$ cat src/rtl/stalloc_pkg.sv
package stalloc_pkg;

    // One table record, id in the low bits
    typedef struct packed {
        logic [15:0] pgcnt;
        logic [15:0] pgoff;
        logic [15:0] version;
        logic [15:0] id;
    } entry_t;

    // Request kinds
    localparam logic [2:0] REQ_GET    = 3'd0;
    localparam logic [2:0] REQ_DELETE = 3'd1;
    localparam logic [2:0] REQ_GETVER = 3'd2;
    localparam logic [2:0] REQ_SETVER = 3'd3;
    localparam logic [2:0] REQ_LIST   = 3'd4;

    // Result status codes
    localparam logic [2:0] STAT_FOUND    = 3'd0;
    localparam logic [2:0] STAT_ALLOC    = 3'd1;
    localparam logic [2:0] STAT_VERSION  = 3'd2;
    localparam logic [2:0] STAT_SIZE     = 3'd3;
    localparam logic [2:0] STAT_NOSPACE  = 3'd4;
    localparam logic [2:0] STAT_NOTFOUND = 3'd5;
    localparam logic [2:0] STAT_INVALID  = 3'd6;
    localparam logic [2:0] STAT_DONE     = 3'd7;

    // Configuration register indexes
    localparam logic CFG_TOTAL_PAGES = 1'b0;
    localparam logic CFG_PAGE_SIZE   = 1'b1;

    localparam int HEADER_BYTES = 2;
    localparam int LIST_CAP     = 32;

endpackage

$ cat src/rtl/stalloc_cell.sv
module stalloc_cell (
    input  logic                  aclk,
    input  logic                  shift_en,
    input  stalloc_pkg::entry_t   d_in,
    output stalloc_pkg::entry_t   q_out
);
    import stalloc_pkg::*;

    entry_t q_reg;

    // Take the neighbor's record on every shift
    always_ff @(posedge aclk) begin
        if (shift_en) begin
            q_reg <= d_in;
        end
    end

    assign q_out = q_reg;

endmodule

$ cat src/rtl/stalloc_div.sv
module stalloc_div (
    input  logic        aclk,
    input  logic        aresetn,
    input  logic        start,
    input  logic [15:0] dividend,
    input  logic [8:0]  divisor,
    output logic        done,
    output logic [15:0] quot,
    output logic        rem_nz
);
    logic        busy_reg, busy_next;
    logic        done_reg, done_next;
    logic [3:0]  cnt_reg, cnt_next;
    logic [15:0] quot_reg, quot_next;
    logic [8:0]  rem_reg, rem_next;
    logic [9:0]  rem_sh;
    logic        ge;

    // One quotient bit per cycle, restoring
    always_comb begin
        rem_sh    = {rem_reg, quot_reg[15]};
        ge        = rem_sh >= {1'b0, divisor};
        busy_next = busy_reg;
        done_next = 1'b0;
        cnt_next  = cnt_reg;
        quot_next = quot_reg;
        rem_next  = rem_reg;
        if (start) begin
            busy_next = 1'b1;
            cnt_next  = 4'd0;
            quot_next = dividend;
            rem_next  = 9'd0;
        end else if (busy_reg) begin
            rem_next  = ge ? 9'(rem_sh - {1'b0, divisor}) : rem_sh[8:0];
            quot_next = {quot_reg[14:0], ge};
            cnt_next  = cnt_reg + 4'd1;
            if (cnt_reg == 4'd15) begin
                busy_next = 1'b0;
                done_next = 1'b1;
            end
        end
    end

    always_ff @(posedge aclk) begin
        if (!aresetn) begin
            busy_reg <= 1'b0;
            done_reg <= 1'b0;
        end else begin
            busy_reg <= busy_next;
            done_reg <= done_next;
        end
        cnt_reg  <= cnt_next;
        quot_reg <= quot_next;
        rem_reg  <= rem_next;
    end

    assign done   = done_reg;
    assign quot   = quot_reg;
    assign rem_nz = rem_reg != 9'd0;

endmodule

$ cat src/rtl/section_table_allocator.sv
// Section table allocator. The table lives in a ring of MAX_ENTRIES cells
// that rotates one record per cycle past a single compare point during a
// walk, unless a list result stalls; every table walk is one full turn and
// leaves the records in order (delete closes the gap during the same turn,
// insert writes the new record as it passes). One request is handled at a
// time. Delete, get_version and set_version take one turn, list one turn
// plus any output stall, and get_or_allocate a page-count divide, a lookup
// turn, a check step, one turn and one check step per placement round (at
// most entry_count+1 rounds) and a write turn; every request but a non-empty
// list then loads the result register once the output is free. Invalid
// and unknown requests go straight to the result step. The table needs no
// clearing after reset; only records below the entry count are ever looked at.
module section_table_allocator #(
    parameter int MAX_ENTRIES = 32
) (
    input  logic        aclk,
    input  logic        aresetn,
    // cfg
    input  logic        cfg_we,
    input  logic        cfg_index,
    input  logic [15:0] cfg_data,
    // request stream
    input  logic        s_tvalid,
    output logic        s_tready,
    input  logic [47:0] s_tdata,   // id, version, size in bytes
    input  logic [2:0]  s_tuser,   // req_type
    // result stream
    output logic        m_tvalid,
    input  logic        m_tready,
    output logic [87:0] m_tdata,   // byte_offset, entry_id, entry_version,
                                   // entry_page_offset, entry_page_count
    output logic [2:0]  m_tuser,   // status
    output logic        m_tlast
);
    import stalloc_pkg::*;

    localparam int CW = $clog2(MAX_ENTRIES + 1);
    localparam int AW = CW + 4;

    localparam logic [3:0] S_IDLE  = 4'd0;
    localparam logic [3:0] S_DIV   = 4'd1;
    localparam logic [3:0] S_FIND  = 4'd2;
    localparam logic [3:0] S_ACHK  = 4'd3;
    localparam logic [3:0] S_OHEAD = 4'd4;
    localparam logic [3:0] S_OVL   = 4'd5;
    localparam logic [3:0] S_WRITE = 4'd6;
    localparam logic [3:0] S_DEL   = 4'd7;
    localparam logic [3:0] S_SETV  = 4'd8;
    localparam logic [3:0] S_LIST  = 4'd9;
    localparam logic [3:0] S_EMIT  = 4'd10;

    logic [3:0]    state_reg, state_next;
    logic [CW-1:0] step_reg, step_next;
    logic [CW-1:0] count_reg, count_next;
    logic          hit_reg, hit_next;
    logic          moved_reg, moved_next;
    logic          fail_reg, fail_next;
    logic [15:0]   start_reg, start_next;
    logic [15:0]   cnt_reg, cnt_next;
    logic [2:0]    req_reg, req_next;
    logic [15:0]   id_reg, id_next;
    logic [15:0]   ver_reg, ver_next;
    logic [2:0]    res_status_reg, res_status_next;
    entry_t        res_entry_reg, res_entry_next;
    logic          res_addr_reg, res_addr_next;
    entry_t        prev_reg, prev_next;
    logic [15:0]   total_pages_reg;
    logic [8:0]    page_size_reg;
    logic          m_tvalid_reg, m_tvalid_next;
    logic [2:0]    m_status_reg, m_status_next;
    logic [87:0]   m_data_reg, m_data_next;
    logic          m_last_reg, m_last_next;

    entry_t        cell_d [MAX_ENTRIES];
    entry_t        cell_q [MAX_ENTRIES];
    entry_t        head, tail_in, new_entry;
    logic          shift_en;

    logic          div_start, div_done, div_rem_nz;
    logic [15:0]   div_quot;

    logic [8:0]    ps_eff;
    logic [15:0]   mul_pg;
    logic [24:0]   addr_prod, start_prod;
    logic [AW-1:0] min_addr;
    logic          below;
    logic [CW-1:0] idx;
    logic          e_valid, match, hit_eff, in_pass, step_en, last_step;
    logic          out_free, list_emit, overlap, accept;
    logic [7:0]    list_n;

    // Ring of record cells
    for (genvar j = 0; j < MAX_ENTRIES; j++) begin : g_cell
        if (j == MAX_ENTRIES - 1) begin : g_tail
            assign cell_d[j] = tail_in;
        end else begin : g_mid
            assign cell_d[j] = cell_q[j + 1];
        end
        stalloc_cell u_cell (
            .aclk     (aclk),
            .shift_en (shift_en),
            .d_in     (cell_d[j]),
            .q_out    (cell_q[j])
        );
    end
    assign head = cell_q[0];

    stalloc_div u_div (
        .aclk     (aclk),
        .aresetn  (aresetn),
        .start    (div_start),
        .dividend (s_tdata[47:32]),
        .divisor  (ps_eff),
        .done     (div_done),
        .quot     (div_quot),
        .rem_nz   (div_rem_nz)
    );

    // Shared arithmetic
    assign ps_eff     = (page_size_reg == 9'd0) ? 9'd1 : page_size_reg;
    assign mul_pg     = (state_reg == S_LIST) ? prev_reg.pgoff : res_entry_reg.pgoff;
    assign addr_prod  = mul_pg * ps_eff;
    assign start_prod = start_reg * ps_eff;
    assign min_addr   = ((AW'(count_reg) + AW'(2)) << 3) + AW'(HEADER_BYTES);
    assign below      = start_prod < 25'(min_addr);

    // Record under test is the one that left the head on the last shift
    assign idx       = step_reg - 1'b1;
    assign e_valid   = (step_reg != '0) && (idx < count_reg);
    assign match     = e_valid && (prev_reg.id == id_reg);
    assign hit_eff   = hit_reg | match;
    assign in_pass   = (state_reg == S_FIND) || (state_reg == S_OVL) ||
                       (state_reg == S_WRITE) || (state_reg == S_DEL) ||
                       (state_reg == S_SETV) || (state_reg == S_LIST);
    assign last_step = step_reg == CW'(MAX_ENTRIES);
    assign out_free  = !m_tvalid_reg || m_tready;
    assign list_n    = (8'(count_reg) > 8'(LIST_CAP)) ? 8'(LIST_CAP) : 8'(count_reg);
    assign list_emit = (state_reg == S_LIST) && e_valid && (8'(idx) < 8'(LIST_CAP));
    assign step_en   = in_pass && (!list_emit || out_free);
    assign shift_en  = step_en;
    assign overlap   = (17'(start_reg) < 17'(prev_reg.pgoff) + 17'(prev_reg.pgcnt)) &&
                       (17'(prev_reg.pgoff) < 17'(start_reg) + 17'(cnt_reg));
    assign accept    = s_tvalid && s_tready;
    assign div_start = accept && (s_tuser == REQ_GET) && (s_tdata[15:0] != 16'd0);
    assign new_entry = '{pgcnt: cnt_reg, pgoff: start_reg, version: ver_reg, id: id_reg};

    // Pick what re-enters the ring tail
    always_comb begin
        tail_in = prev_reg;
        case (state_reg)
            S_DEL: begin
                if (hit_eff) begin
                    tail_in = head;
                end
            end
            S_SETV: begin
                if (match) begin
                    tail_in.version = ver_reg;
                end
            end
            S_WRITE: begin
                if (step_reg != '0 && idx == count_reg) begin
                    tail_in = new_entry;
                end
            end
            default: begin
                tail_in = prev_reg;
            end
        endcase
    end

    // Sequencer
    always_comb begin
        state_next      = state_reg;
        step_next       = step_reg;
        count_next      = count_reg;
        hit_next        = hit_reg;
        moved_next      = moved_reg;
        fail_next       = fail_reg;
        start_next      = start_reg;
        cnt_next        = cnt_reg;
        req_next        = req_reg;
        id_next         = id_reg;
        ver_next        = ver_reg;
        res_status_next = res_status_reg;
        res_entry_next  = res_entry_reg;
        res_addr_next   = res_addr_reg;
        prev_next       = prev_reg;
        m_tvalid_next   = m_tready ? 1'b0 : m_tvalid_reg;
        m_status_next   = m_status_reg;
        m_data_next     = m_data_reg;
        m_last_next     = m_last_reg;

        // Per-record work during a turn
        if (step_en) begin
            prev_next = head;
            step_next = step_reg + 1'b1;
            case (state_reg)
                S_FIND: begin
                    if (match) begin
                        hit_next       = 1'b1;
                        res_entry_next = prev_reg;
                    end
                end
                S_OVL: begin
                    if (e_valid && !fail_reg && overlap) begin
                        moved_next = 1'b1;
                        if (prev_reg.pgoff < cnt_reg) begin
                            fail_next = 1'b1;
                        end else begin
                            start_next = prev_reg.pgoff - cnt_reg;
                        end
                    end
                end
                S_DEL, S_SETV: begin
                    hit_next = hit_eff;
                end
                S_LIST: begin
                    if (list_emit) begin
                        m_tvalid_next = 1'b1;
                        m_status_next = STAT_FOUND;
                        m_data_next   = {prev_reg, addr_prod[23:0]};
                        m_last_next   = 8'(step_reg) == list_n;
                    end
                end
                default: begin
                    hit_next = hit_reg;
                end
            endcase
        end

        case (state_reg)
            S_IDLE: begin
                if (accept) begin
                    req_next       = s_tuser;
                    id_next        = s_tdata[15:0];
                    ver_next       = s_tdata[31:16];
                    hit_next       = 1'b0;
                    step_next      = '0;
                    res_entry_next = '0;
                    res_addr_next  = 1'b0;
                    if (s_tuser == REQ_LIST) begin
                        if (count_reg == '0) begin
                            res_status_next = STAT_DONE;
                            state_next      = S_EMIT;
                        end else begin
                            state_next = S_LIST;
                        end
                    end else if (s_tuser > REQ_LIST) begin
                        res_status_next = STAT_DONE;
                        state_next      = S_EMIT;
                    end else if (s_tdata[15:0] == 16'd0) begin
                        res_status_next = STAT_INVALID;
                        state_next      = S_EMIT;
                    end else begin
                        case (s_tuser)
                            REQ_GET:    state_next = S_DIV;
                            REQ_DELETE: state_next = S_DEL;
                            REQ_GETVER: state_next = S_FIND;
                            REQ_SETVER: state_next = S_SETV;
                            default:    state_next = S_EMIT;
                        endcase
                    end
                end
            end
            S_DIV: begin
                if (div_done) begin
                    cnt_next   = div_quot + 16'(div_rem_nz);
                    state_next = S_FIND;
                end
            end
            S_FIND: begin
                if (step_en && last_step) begin
                    step_next = '0;
                    if (req_reg == REQ_GET) begin
                        state_next = S_ACHK;
                    end else begin
                        res_status_next = hit_eff ? STAT_FOUND : STAT_NOTFOUND;
                        state_next      = S_EMIT;
                    end
                end
            end
            S_ACHK: begin
                state_next = S_EMIT;
                if (hit_reg) begin
                    if (res_entry_reg.version != ver_reg) begin
                        res_status_next = STAT_VERSION;
                    end else if (res_entry_reg.pgcnt != cnt_reg) begin
                        res_status_next = STAT_SIZE;
                    end else begin
                        res_status_next = STAT_FOUND;
                        res_addr_next   = 1'b1;
                    end
                end else if (count_reg == CW'(MAX_ENTRIES) || cnt_reg > total_pages_reg) begin
                    res_status_next = STAT_NOSPACE;
                end else begin
                    start_next = total_pages_reg - cnt_reg;
                    moved_next = 1'b1;
                    fail_next  = 1'b0;
                    state_next = S_OHEAD;
                end
            end
            S_OHEAD: begin
                if (!fail_reg && moved_reg && !below) begin
                    moved_next = 1'b0;
                    state_next = S_OVL;
                end else if (fail_reg || below) begin
                    res_status_next = STAT_NOSPACE;
                    state_next      = S_EMIT;
                end else begin
                    state_next = S_WRITE;
                end
            end
            S_OVL: begin
                if (step_en && last_step) begin
                    step_next  = '0;
                    state_next = S_OHEAD;
                end
            end
            S_WRITE: begin
                if (step_en && last_step) begin
                    step_next       = '0;
                    count_next      = count_reg + 1'b1;
                    res_entry_next  = new_entry;
                    res_status_next = STAT_ALLOC;
                    res_addr_next   = 1'b1;
                    state_next      = S_EMIT;
                end
            end
            S_DEL: begin
                if (step_en && last_step) begin
                    step_next       = '0;
                    count_next      = count_reg - CW'(hit_eff);
                    res_status_next = hit_eff ? STAT_DONE : STAT_NOTFOUND;
                    state_next      = S_EMIT;
                end
            end
            S_SETV: begin
                if (step_en && last_step) begin
                    step_next       = '0;
                    res_status_next = hit_eff ? STAT_DONE : STAT_NOTFOUND;
                    state_next      = S_EMIT;
                end
            end
            S_LIST: begin
                if (step_en && last_step) begin
                    step_next  = '0;
                    state_next = S_IDLE;
                end
            end
            S_EMIT: begin
                if (out_free) begin
                    m_tvalid_next = 1'b1;
                    m_status_next = res_status_reg;
                    m_data_next   = {res_entry_reg,
                                     res_addr_reg ? addr_prod[23:0] : 24'd0};
                    m_last_next   = 1'b1;
                    state_next    = S_IDLE;
                end
            end
            default: begin
                state_next = S_IDLE;
            end
        endcase
    end

    always_ff @(posedge aclk) begin
        if (!aresetn) begin
            state_reg       <= S_IDLE;
            step_reg        <= '0;
            count_reg       <= '0;
            hit_reg         <= 1'b0;
            moved_reg       <= 1'b0;
            fail_reg        <= 1'b0;
            m_tvalid_reg    <= 1'b0;
            total_pages_reg <= 16'd256;
            page_size_reg   <= 9'd32;
        end else begin
            state_reg    <= state_next;
            step_reg     <= step_next;
            count_reg    <= count_next;
            hit_reg      <= hit_next;
            moved_reg    <= moved_next;
            fail_reg     <= fail_next;
            m_tvalid_reg <= m_tvalid_next;
            if (cfg_we) begin
                case (cfg_index)
                    CFG_TOTAL_PAGES: total_pages_reg <= cfg_data;
                    CFG_PAGE_SIZE:   page_size_reg   <= cfg_data[8:0];
                    default:         total_pages_reg <= total_pages_reg;
                endcase
            end
        end
        start_reg      <= start_next;
        cnt_reg        <= cnt_next;
        req_reg        <= req_next;
        id_reg         <= id_next;
        ver_reg        <= ver_next;
        res_status_reg <= res_status_next;
        res_entry_reg  <= res_entry_next;
        res_addr_reg   <= res_addr_next;
        prev_reg       <= prev_next;
        m_status_reg   <= m_status_next;
        m_data_reg     <= m_data_next;
        m_last_reg     <= m_last_next;
    end

    assign s_tready = state_reg == S_IDLE;
    assign m_tvalid = m_tvalid_reg;
    assign m_tdata  = m_data_reg;
    assign m_tuser  = m_status_reg;
    assign m_tlast  = m_last_reg;

    // Table never grows past its cells
    a_count_bound: assert property (@(posedge aclk) disable iff (!aresetn)
        count_reg <= CW'(MAX_ENTRIES))
        else $error("entry count above table depth");

    // Turn counter only runs during a table walk
    a_step_idle: assert property (@(posedge aclk) disable iff (!aresetn)
        (step_reg != '0) |-> in_pass)
        else $error("turn counter running outside a walk");

    // Insert turn adds exactly one record
    a_write_grow: assert property (@(posedge aclk) disable iff (!aresetn)
        (state_reg == S_WRITE && last_step) |=>
            (count_reg == $past(count_reg) + 1'b1))
        else $error("insert did not grow the table by one");

    // A list result is always a found record
    a_list_found: assert property (@(posedge aclk) disable iff (!aresetn)
        (state_reg == S_LIST && list_emit && step_en) |=>
            (m_tvalid && m_tuser == STAT_FOUND))
        else $error("list result lost");

endmodule
$ cat config.mk
export PLATFORM = sky130hd
export DESIGN_NAME = section_table_allocator
export DESIGN_NICKNAME = d
export VERILOG_FILES = /design/src/rtl/stalloc_pkg.sv /design/src/rtl/stalloc_cell.sv /design/src/rtl/stalloc_div.sv /design/src/rtl/section_table_allocator.sv
export SDC_FILE = /design/constraint.sdc
export NUM_CORES = 2
export LEC_CHECK = 0
export BUFFER_PORTS_ARGS = -buffer_cell sky130_fd_sc_hd__buf_4
export CORE_AREA = 3 3 481 483
export DETAILED_ROUTE_END_ITERATION = 16
export DIE_AREA = 0 0 484 486
export PLACE_DENSITY = 0.61
export SLEW_MARGIN = 5
export SYNTH_ARGS = -nofsm -noshare
export SYNTH_HDL_FRONTEND = slang
export SYNTH_SLANG_ARGS = --single-unit
$ cat constraint.sdc
create_clock -name aclk -period 13.7 [get_ports aclk]
set_clock_uncertainty 0.05 [all_clocks]
set_input_delay 0.685 -clock aclk [delete_from_list [all_inputs] [get_ports aclk]]
set_output_delay 0.685 -clock aclk [all_outputs]
set_load 0.01 [all_outputs]
Word-level counts from Yosys, hierarchy flattened
Index checks and enable logic that the tools add are counted.
{ "totals": {"regBits": 2415, "inputBits": 73, "out_inout_bits": 94} }
{ "op_classes": {"addsub": 13, "multipliers": 2, "n_lt_le_gt_ge": 10, "n_eq_ne": 41, "mux": 119, "bitwise": 4, "n_reduce_logical": 53} }
{ "op_table": {"columns": ["operator", "count"], "rows": [
  ["64-bit 2-to-1 mux", 7],
  ["88-bit 2-to-1 mux", 5],
  ["16-bit 2-to-1 mux", 11],
  ["64-bit case mux with 2 select lines", 1],
  ["32-bit case mux with 2 select lines", 1],
  ["4-bit 2-to-1 mux", 15],
  ["3-bit 2-to-1 mux", 19],
  ["16-bit case mux with 3 select lines", 1],
  ["1-bit 2-to-1 mux", 37],
  ["6-bit 2-to-1 mux", 6],
  ["4-bit case mux with 9 select lines", 1],
  ["16-bit by 16-bit adder with 17-bit output", 2],
  ["16-bit by 17-bit less-than comparator with 1-bit output", 2],
  ["16-bit inequality test", 2],
  ["16-bit case mux with 2 select lines", 1],
  ["16-bit subtractor", 2],
  ["25-bit by 10-bit less-than comparator with 1-bit output", 1],
  ["16-bit by 9-bit multiplier with 25-bit output", 1],
  ["16-bit by 9-bit multiplier with 24-bit output", 1],
  ["24-bit 2-to-1 mux", 1],
  ["6-bit case mux with 2 select lines", 2],
  ["9-bit 2-to-1 mux", 2],
  ["2-bit by 1-bit inequality test with 1-bit output (second input constant)", 9],
  ["3-bit case mux with 6 select lines", 1],
  ["56 further kinds", 111]
]} }

Logic depth before layout (Yosys ltp)
{ "logic_depth": {"ltp_word": 12, "depth_mapped": 27} }

By module
Synthesis repeated with hierarchy kept, for this count alone.
{ "hier_totals": {"hier_cells": 5242, "area_unflattened_um2": 90944.7} }
{ "modules_own_cells": {"columns": ["mod", "instances", "cells_each", "area_each_um2", "seq_area_each_um2"], "rows": [
  ["stalloc_cell", 32, 64, 1921.8, 1921.8],
  ["section_table_allocator", 1, 3030, 27671.5, 7917.6],
  ["stalloc_div", 1, 164, 1774.2, 780.7]
]} }

Worst setup path after synthesis
Ideal clock, no wire load.
{ "synth_timing": {"path_type": "flip-flop to flip-flop", "startpoint": "reg step_reg[3]", "endpoint": "reg res_entry_reg[24] in the netlist's numbering", "setup_time_ns": 0.117, "t_arrival_ns": 13.345, "setup_slack_ns": 0.188, "stages_incl_launch_ff": 17, "n_path_buf": 4, "period_less_slack_ns": 13.512, "cell_sequence": "dfxtp_1 > buf_4 > nor3_4 > nand2_1 > xnor2_1 > ha_1 > nand4_1 > a21oi_1 > a2111o_1 > nor3_4 > a21boi_2 > buf_6 > nand4_2 > buf_6 > buf_4 > mux2i_1 > o21ai_1"} }
{ "synth_lines": {"columns": ["item", "line_no", "rtl"], "rows": [
  ["start, declared", "section_table_allocator.sv:53", "logic [CW-1:0] step_reg, step_next;"],
  ["start signal, assigned", "section_table_allocator.sv:380", "step_reg <= step_next;"],
  ["end signal, assigned", "section_table_allocator.sv:400", "res_entry_reg <= res_entry_next;"],
  ["end, declared", "section_table_allocator.sv:64", "entry_t res_entry_reg, res_entry_next;"]
]} }

Final worst setup path
{ "layout_timing": {"startpoint": "reg page_size_reg[1]", "endpoint": "reg res_status_reg[2], enable pin"} }
{ "layout_via": {"elab_chain_cells": 8} }
{ "layout_rtl": {"columns": ["item", "line_no", "rtl"], "rows": [
  ["start, declared", "section_table_allocator.sv:68", "logic [8:0] page_size_reg;"],
  ["start signal, assigned", "section_table_allocator.sv:389", "CFG_PAGE_SIZE: page_size_reg <= cfg_data[8:0];"],
  ["9-bit zero test", "section_table_allocator.sv:120", "assign ps_eff = (page_size_reg == 9'd0) ? 9'd1 : page_size_reg;"],
  ["9-bit 2-to-1 mux *", "section_table_allocator.sv:120", null],
  ["16-bit by 9-bit multiplier with 25-bit output *", "section_table_allocator.sv:123", "assign start_prod = start_reg * ps_eff;"],
  ["25-bit by 10-bit less-than comparator with 1-bit output *", "section_table_allocator.sv:125", "assign below = start_prod < 25'(min_addr);"],
  ["1-bit zero test", "section_table_allocator.sv:304", "if (!fail_reg && moved_reg && !below) begin"],
  ["1-bit logical AND", "section_table_allocator.sv:304", null],
  ["2-bit inequality test (no source line)", null, null],
  ["11-bit AND reduction (no source line) *", null, null],
  ["end signal, assigned", "section_table_allocator.sv:399", "res_status_reg <= res_status_next;"],
  ["end, declared", "section_table_allocator.sv:63", "logic [2:0] res_status_reg, res_status_next;"]
]} }
Mark *: on every way between the ends. The rest lies on a longest branch, timed or not.
A chain may end at the register's enable or synchronous reset.

==> qor.csv <==
stage,metric,value,unit
grt,GR peak layer,met1,
sta,Slew headroom,22.4,%
yosys,"Seq/Total Area, Yosys",77.2,%
critical_path,worst r2r dst,res_status_reg[2],
yosys,number of synthesized flops with an enable pin,2183,
grt,Global Route met1 Usage,23.0,%
yosys,synth unique cells,83,
sta,Slew Limit Fails,0,
critical_path,most frequent cell on the critical path,fa_1,
floorplanning,Ports,167,
yosys,dominant cells by area after synthesis,"edfxtp_1 72%, dfxtp_1 5.1%, fa_1 4.5%, ha_1 3.0%, nand2_1 2.1%",
critical_path,R2R cell count,25,
power,Tot Pwr,24.8,mW
sta,RSZ-0062 raised after global routing,no,
clock_tree,Clock Sinks,2415,
floorplanning,core footprint,227000,um2
yosys,Ys Warns,0,
clock_tree,Max clock buf depth,3,
detailed_routing,number of remaining DRC errors,0,
critical_path,CP Class,register to register,
critical_path,worst path required time,14.18,ns
critical_path,slowest cell delay on critical path,0.55,ns
placed_design,I/O Buffers,166,
floorplanning,die area,235000,um2
floorplanning,Die W,484,um
grt,first-pass GRT wire length,275,mm
clock_tree,Worst-path clk slew,0.06,ns
critical_path,CP Capture Type,register,
floorplanning,Rows,175,
clock_tree,CTS H-tree depth,4,
run_status,status,"finished, final reports clean",
power,Sw Ratio,27.8,%
clock_tree,CTS tree,done,
grt,via count of the first global-routing pass,43600,
power,Net Sw Power,6.89,mW
clock_tree,CTS buffer count,227,
sta,"Hold Vio Cnt, Final",0,
critical_path,slowest CP cell,fa_1,
grt,largest net degree at the start of global routing,208,
hold_path,hold depth,3,
yosys,Syn Inst Count,5276,
power,Logic pwr share,15.8,%
critical_path,flop2flop setup slack,6.35,ns
placed_design,GPL Wtd Cong,0.903,
detailed_routing,initial drt markers,4053,
power,maximum VDD drop,243,uV
cells_and_area,"Net count, final",6117,
grt,GR Util met2,22.0,%
detailed_routing,via count,43900,
yosys,average size of a mapped cell,17.2,um2
critical_path,CP top delay family,adder cells,
detailed_routing,DRT Wirelength,181,mm
power,Leakage Power,37.9,nW
cells_and_area,post-route cell area,104000,um2
run,max_cap viols,0,
grt,grt total ovfl,0,
power,clock share of power,25.0,%
sta,Final Cycle Share,53.6,%
floorplanning,Starting Density,40.0,%
detailed_routing,DR vias/cell,4.97,
detailed_routing,Routed WL per cell,20.4,um
clock_tree,# resized after CTS,0,
hold_path,worst hold path type,input port to register,
yosys,"FF+latch count, synth",2415,
yosys,Synth async-reset ratio,0,%
cells_and_area,max FFs per register,2048,
grt,met3 Usage GRT,2.64,%
cells_and_area,share of post-route cells with drive strength above 1,10.5,%
yosys,post-synth top area cell,edfxtp_1,
critical_path,CP Data Arrival Time,7.83,ns
sta,"Setup violations, final",0,
yosys,area share of the largest cell type after synthesis,72.1,%
clock_tree,clk root buf,clkbuf_16,
hold_path,hold_sp,cfg_data[8],
hold_path,Worst Hold Path EP,total_pages_reg[8],
yosys,Post-synth top flop,edfxtp_1,
grt,gr usage total,15.3,%
cells_and_area,Area growth syn-to-layout,14.1,%
power,Power Dens Cells,239,nW/um2
detailed_routing,Routed Antenna Nets,0,
power,Int Power,17.9,mW
sta,sum of negative setup slack,0,ns
critical_path,Crit path buffers/inverters,5,
sta,worst-margin pin slew,1.16,ns
yosys,syn nets,5767,
clock_tree,Worst-Skew Late Latency,0.89,ns
critical_path,RR Startpoint,page_size_reg[1],
yosys,Syn Std Cell Area,90900,um2
critical_path,critical-path maximum fanout,34,
power,Sequential Power Share,59.3,%
placed_design,DP Area,95900,um2
cells_and_area,final core occ,45.6,%
grt,initial antenna violation count,7,
floorplanning,Die H,486,um
detailed_routing,1st-pass router iterations,6,
placed_design,Final HPWL DP,114,mm
sta,Fmax,136,MHz
sta,fin crit period,7.35,ns
critical_path,Critical Path Source Type,register,
[layout make-up]
cell class / count / area [um2]
fill: 19400 / 124000
sequential: 2415 / 70200
multi-input combinational: 2349 / 18700
clock buffer: 304 / 6120
tap: 3009 / 3760
timing repair buffer: 275 / 2210
clock inverter: 126 / 1370
inverter: 358 / 1340
antenna: 4 / 10.0
[power by group through the flow]
stage	Clock (mW)	Sequential [mW]	Combinational, mW
floorplan	0	15.8	2.73
global placement	0	14.7	3.83
detailed placement	0	14.8	3.93
CTS	6.38	14.8	3.95
global route	6.68	15.1	4.38
finish	6.19	14.7	3.91
[cell usage after synthesis, types with 16 or more instances]
cell type	n
o211ai_1	19
a21o_1	38
nor4_1	22
a222oi_1	64
buf_4	17
a21boi_0	32
xor2_1	85
edfxtp_1	2183
a211oi_1	16
nand3_1	38
o21a_1	20
a21oi_1	96
fa_1	203
dfxtp_1	232
mux2i_1	156
xnor2_1	77
o21ai_0	153
clkbuf_1	113
inv_1	358
o21ai_1	64
nand2_1	500
nor2_1	130
nor2b_1	25
and3_1	22
ha_1	215
mux2_2	16
a31oi_1	16
nor3_1	41
nand4_1	20
and2_1	114
[cells by family (layout without fill, tap and decap cells)]
logic type	after synthesis	count (layout)	synth area share, %
XOR/XNOR	162	162	1.56
adder cells (fa/ha/maj)	418	418	7.43
AO/OA/AOI/OAI	626	626	4.64
AND/OR/NAND/NOR	971	971	4.94
other	0	4	0
multiplexers	172	172	1.92
flip-flops	2415	2415	77.2
buffers and inverters	512	1063	2.27
[through the flow]
step / hold slack [ns] / instances / worst slack (ns)
after floorplan: 0.350 / 5276 / 0.188
final: 0.0898 / 8840 / 6.35
after global routing: 0.0459 / 8838 / 5.86
after CTS: 0.0154 / 8836 / 6.32
after global placement: 0.350 / 8372 / 6.32
after detailed placement: 0.355 / 8372 / 6.35
[worst max path at each step]
stage	start	endpoint	slack [ns]	depth (start not counted)
after global placement	page_size_reg[1]	res_status_reg[0]	6.32	25
after global routing	page_size_reg[1]	res_status_reg[2]	5.86	25
final	page_size_reg[1]	res_status_reg[2]	6.35	25
after CTS	page_size_reg[1]	res_status_reg[2]	6.32	25
after floorplan	step_reg[3]	res_entry_reg[24]	0.19	16
after detailed placement	page_size_reg[1]	res_status_reg[2]	6.35	25
[cells in the final DEF, fill, tap and decap left out, types with 38 or more instances in the layout]
master / instances
nor3_1: 40
xor2_1: 85
clkbuf_16: 227
fa_1: 203
mux2i_1: 156
a21oi_1: 96
dfxtp_1: 232
clkinv_2: 38
nand2_1: 499
clkbuf_1: 62
o21ai_1: 63
and2_1: 114
nor2_1: 130
edfxtp_1: 2183
ha_1: 215
inv_1: 358
a222oi_1: 64
a21o_1: 38
clkinv_1: 41
buf_4: 236
o21ai_0: 153
xnor2_1: 77
[layer usage]
layer,share of wire (%),up-vias
met3,5.2,312
met5,0,-
li1,-,20200
met4,3.9,0
met2,43,1146
met1,48,22300
[worst register-to-register path, cell delays in order (launching register included)]
cell	delay [ns]
dfxtp_1	0.29
buf_4	0.26
nor4_1	0.32
a41o_1	0.20
buf_4	0.36
nand2_1	0.16
fa_1	0.55
inv_1	0.05
fa_1	0.48
fa_1	0.55
inv_1	0.05
fa_1	0.48
inv_1	0.05
ha_1	0.34
o211ai_1	0.13
o21ai_0	0.21
xor2_1	0.21
ha_1	0.30
a221o_1	0.31
a2111oi_0	0.34
o2111ai_1	0.18
nor4_1	0.20
o2111ai_1	0.19
nor4_2	0.38
nand3b_1	0.19
and3_1	0.24
[repair_timing]
item | in CTS | in global routing
hold endpoints to repair | 34 | 0
setup endpoints to repair | 0 | 0
hold buffers | 34 | 0
setup buffers | 0 | 0
(Power assumes the default switching activity.)
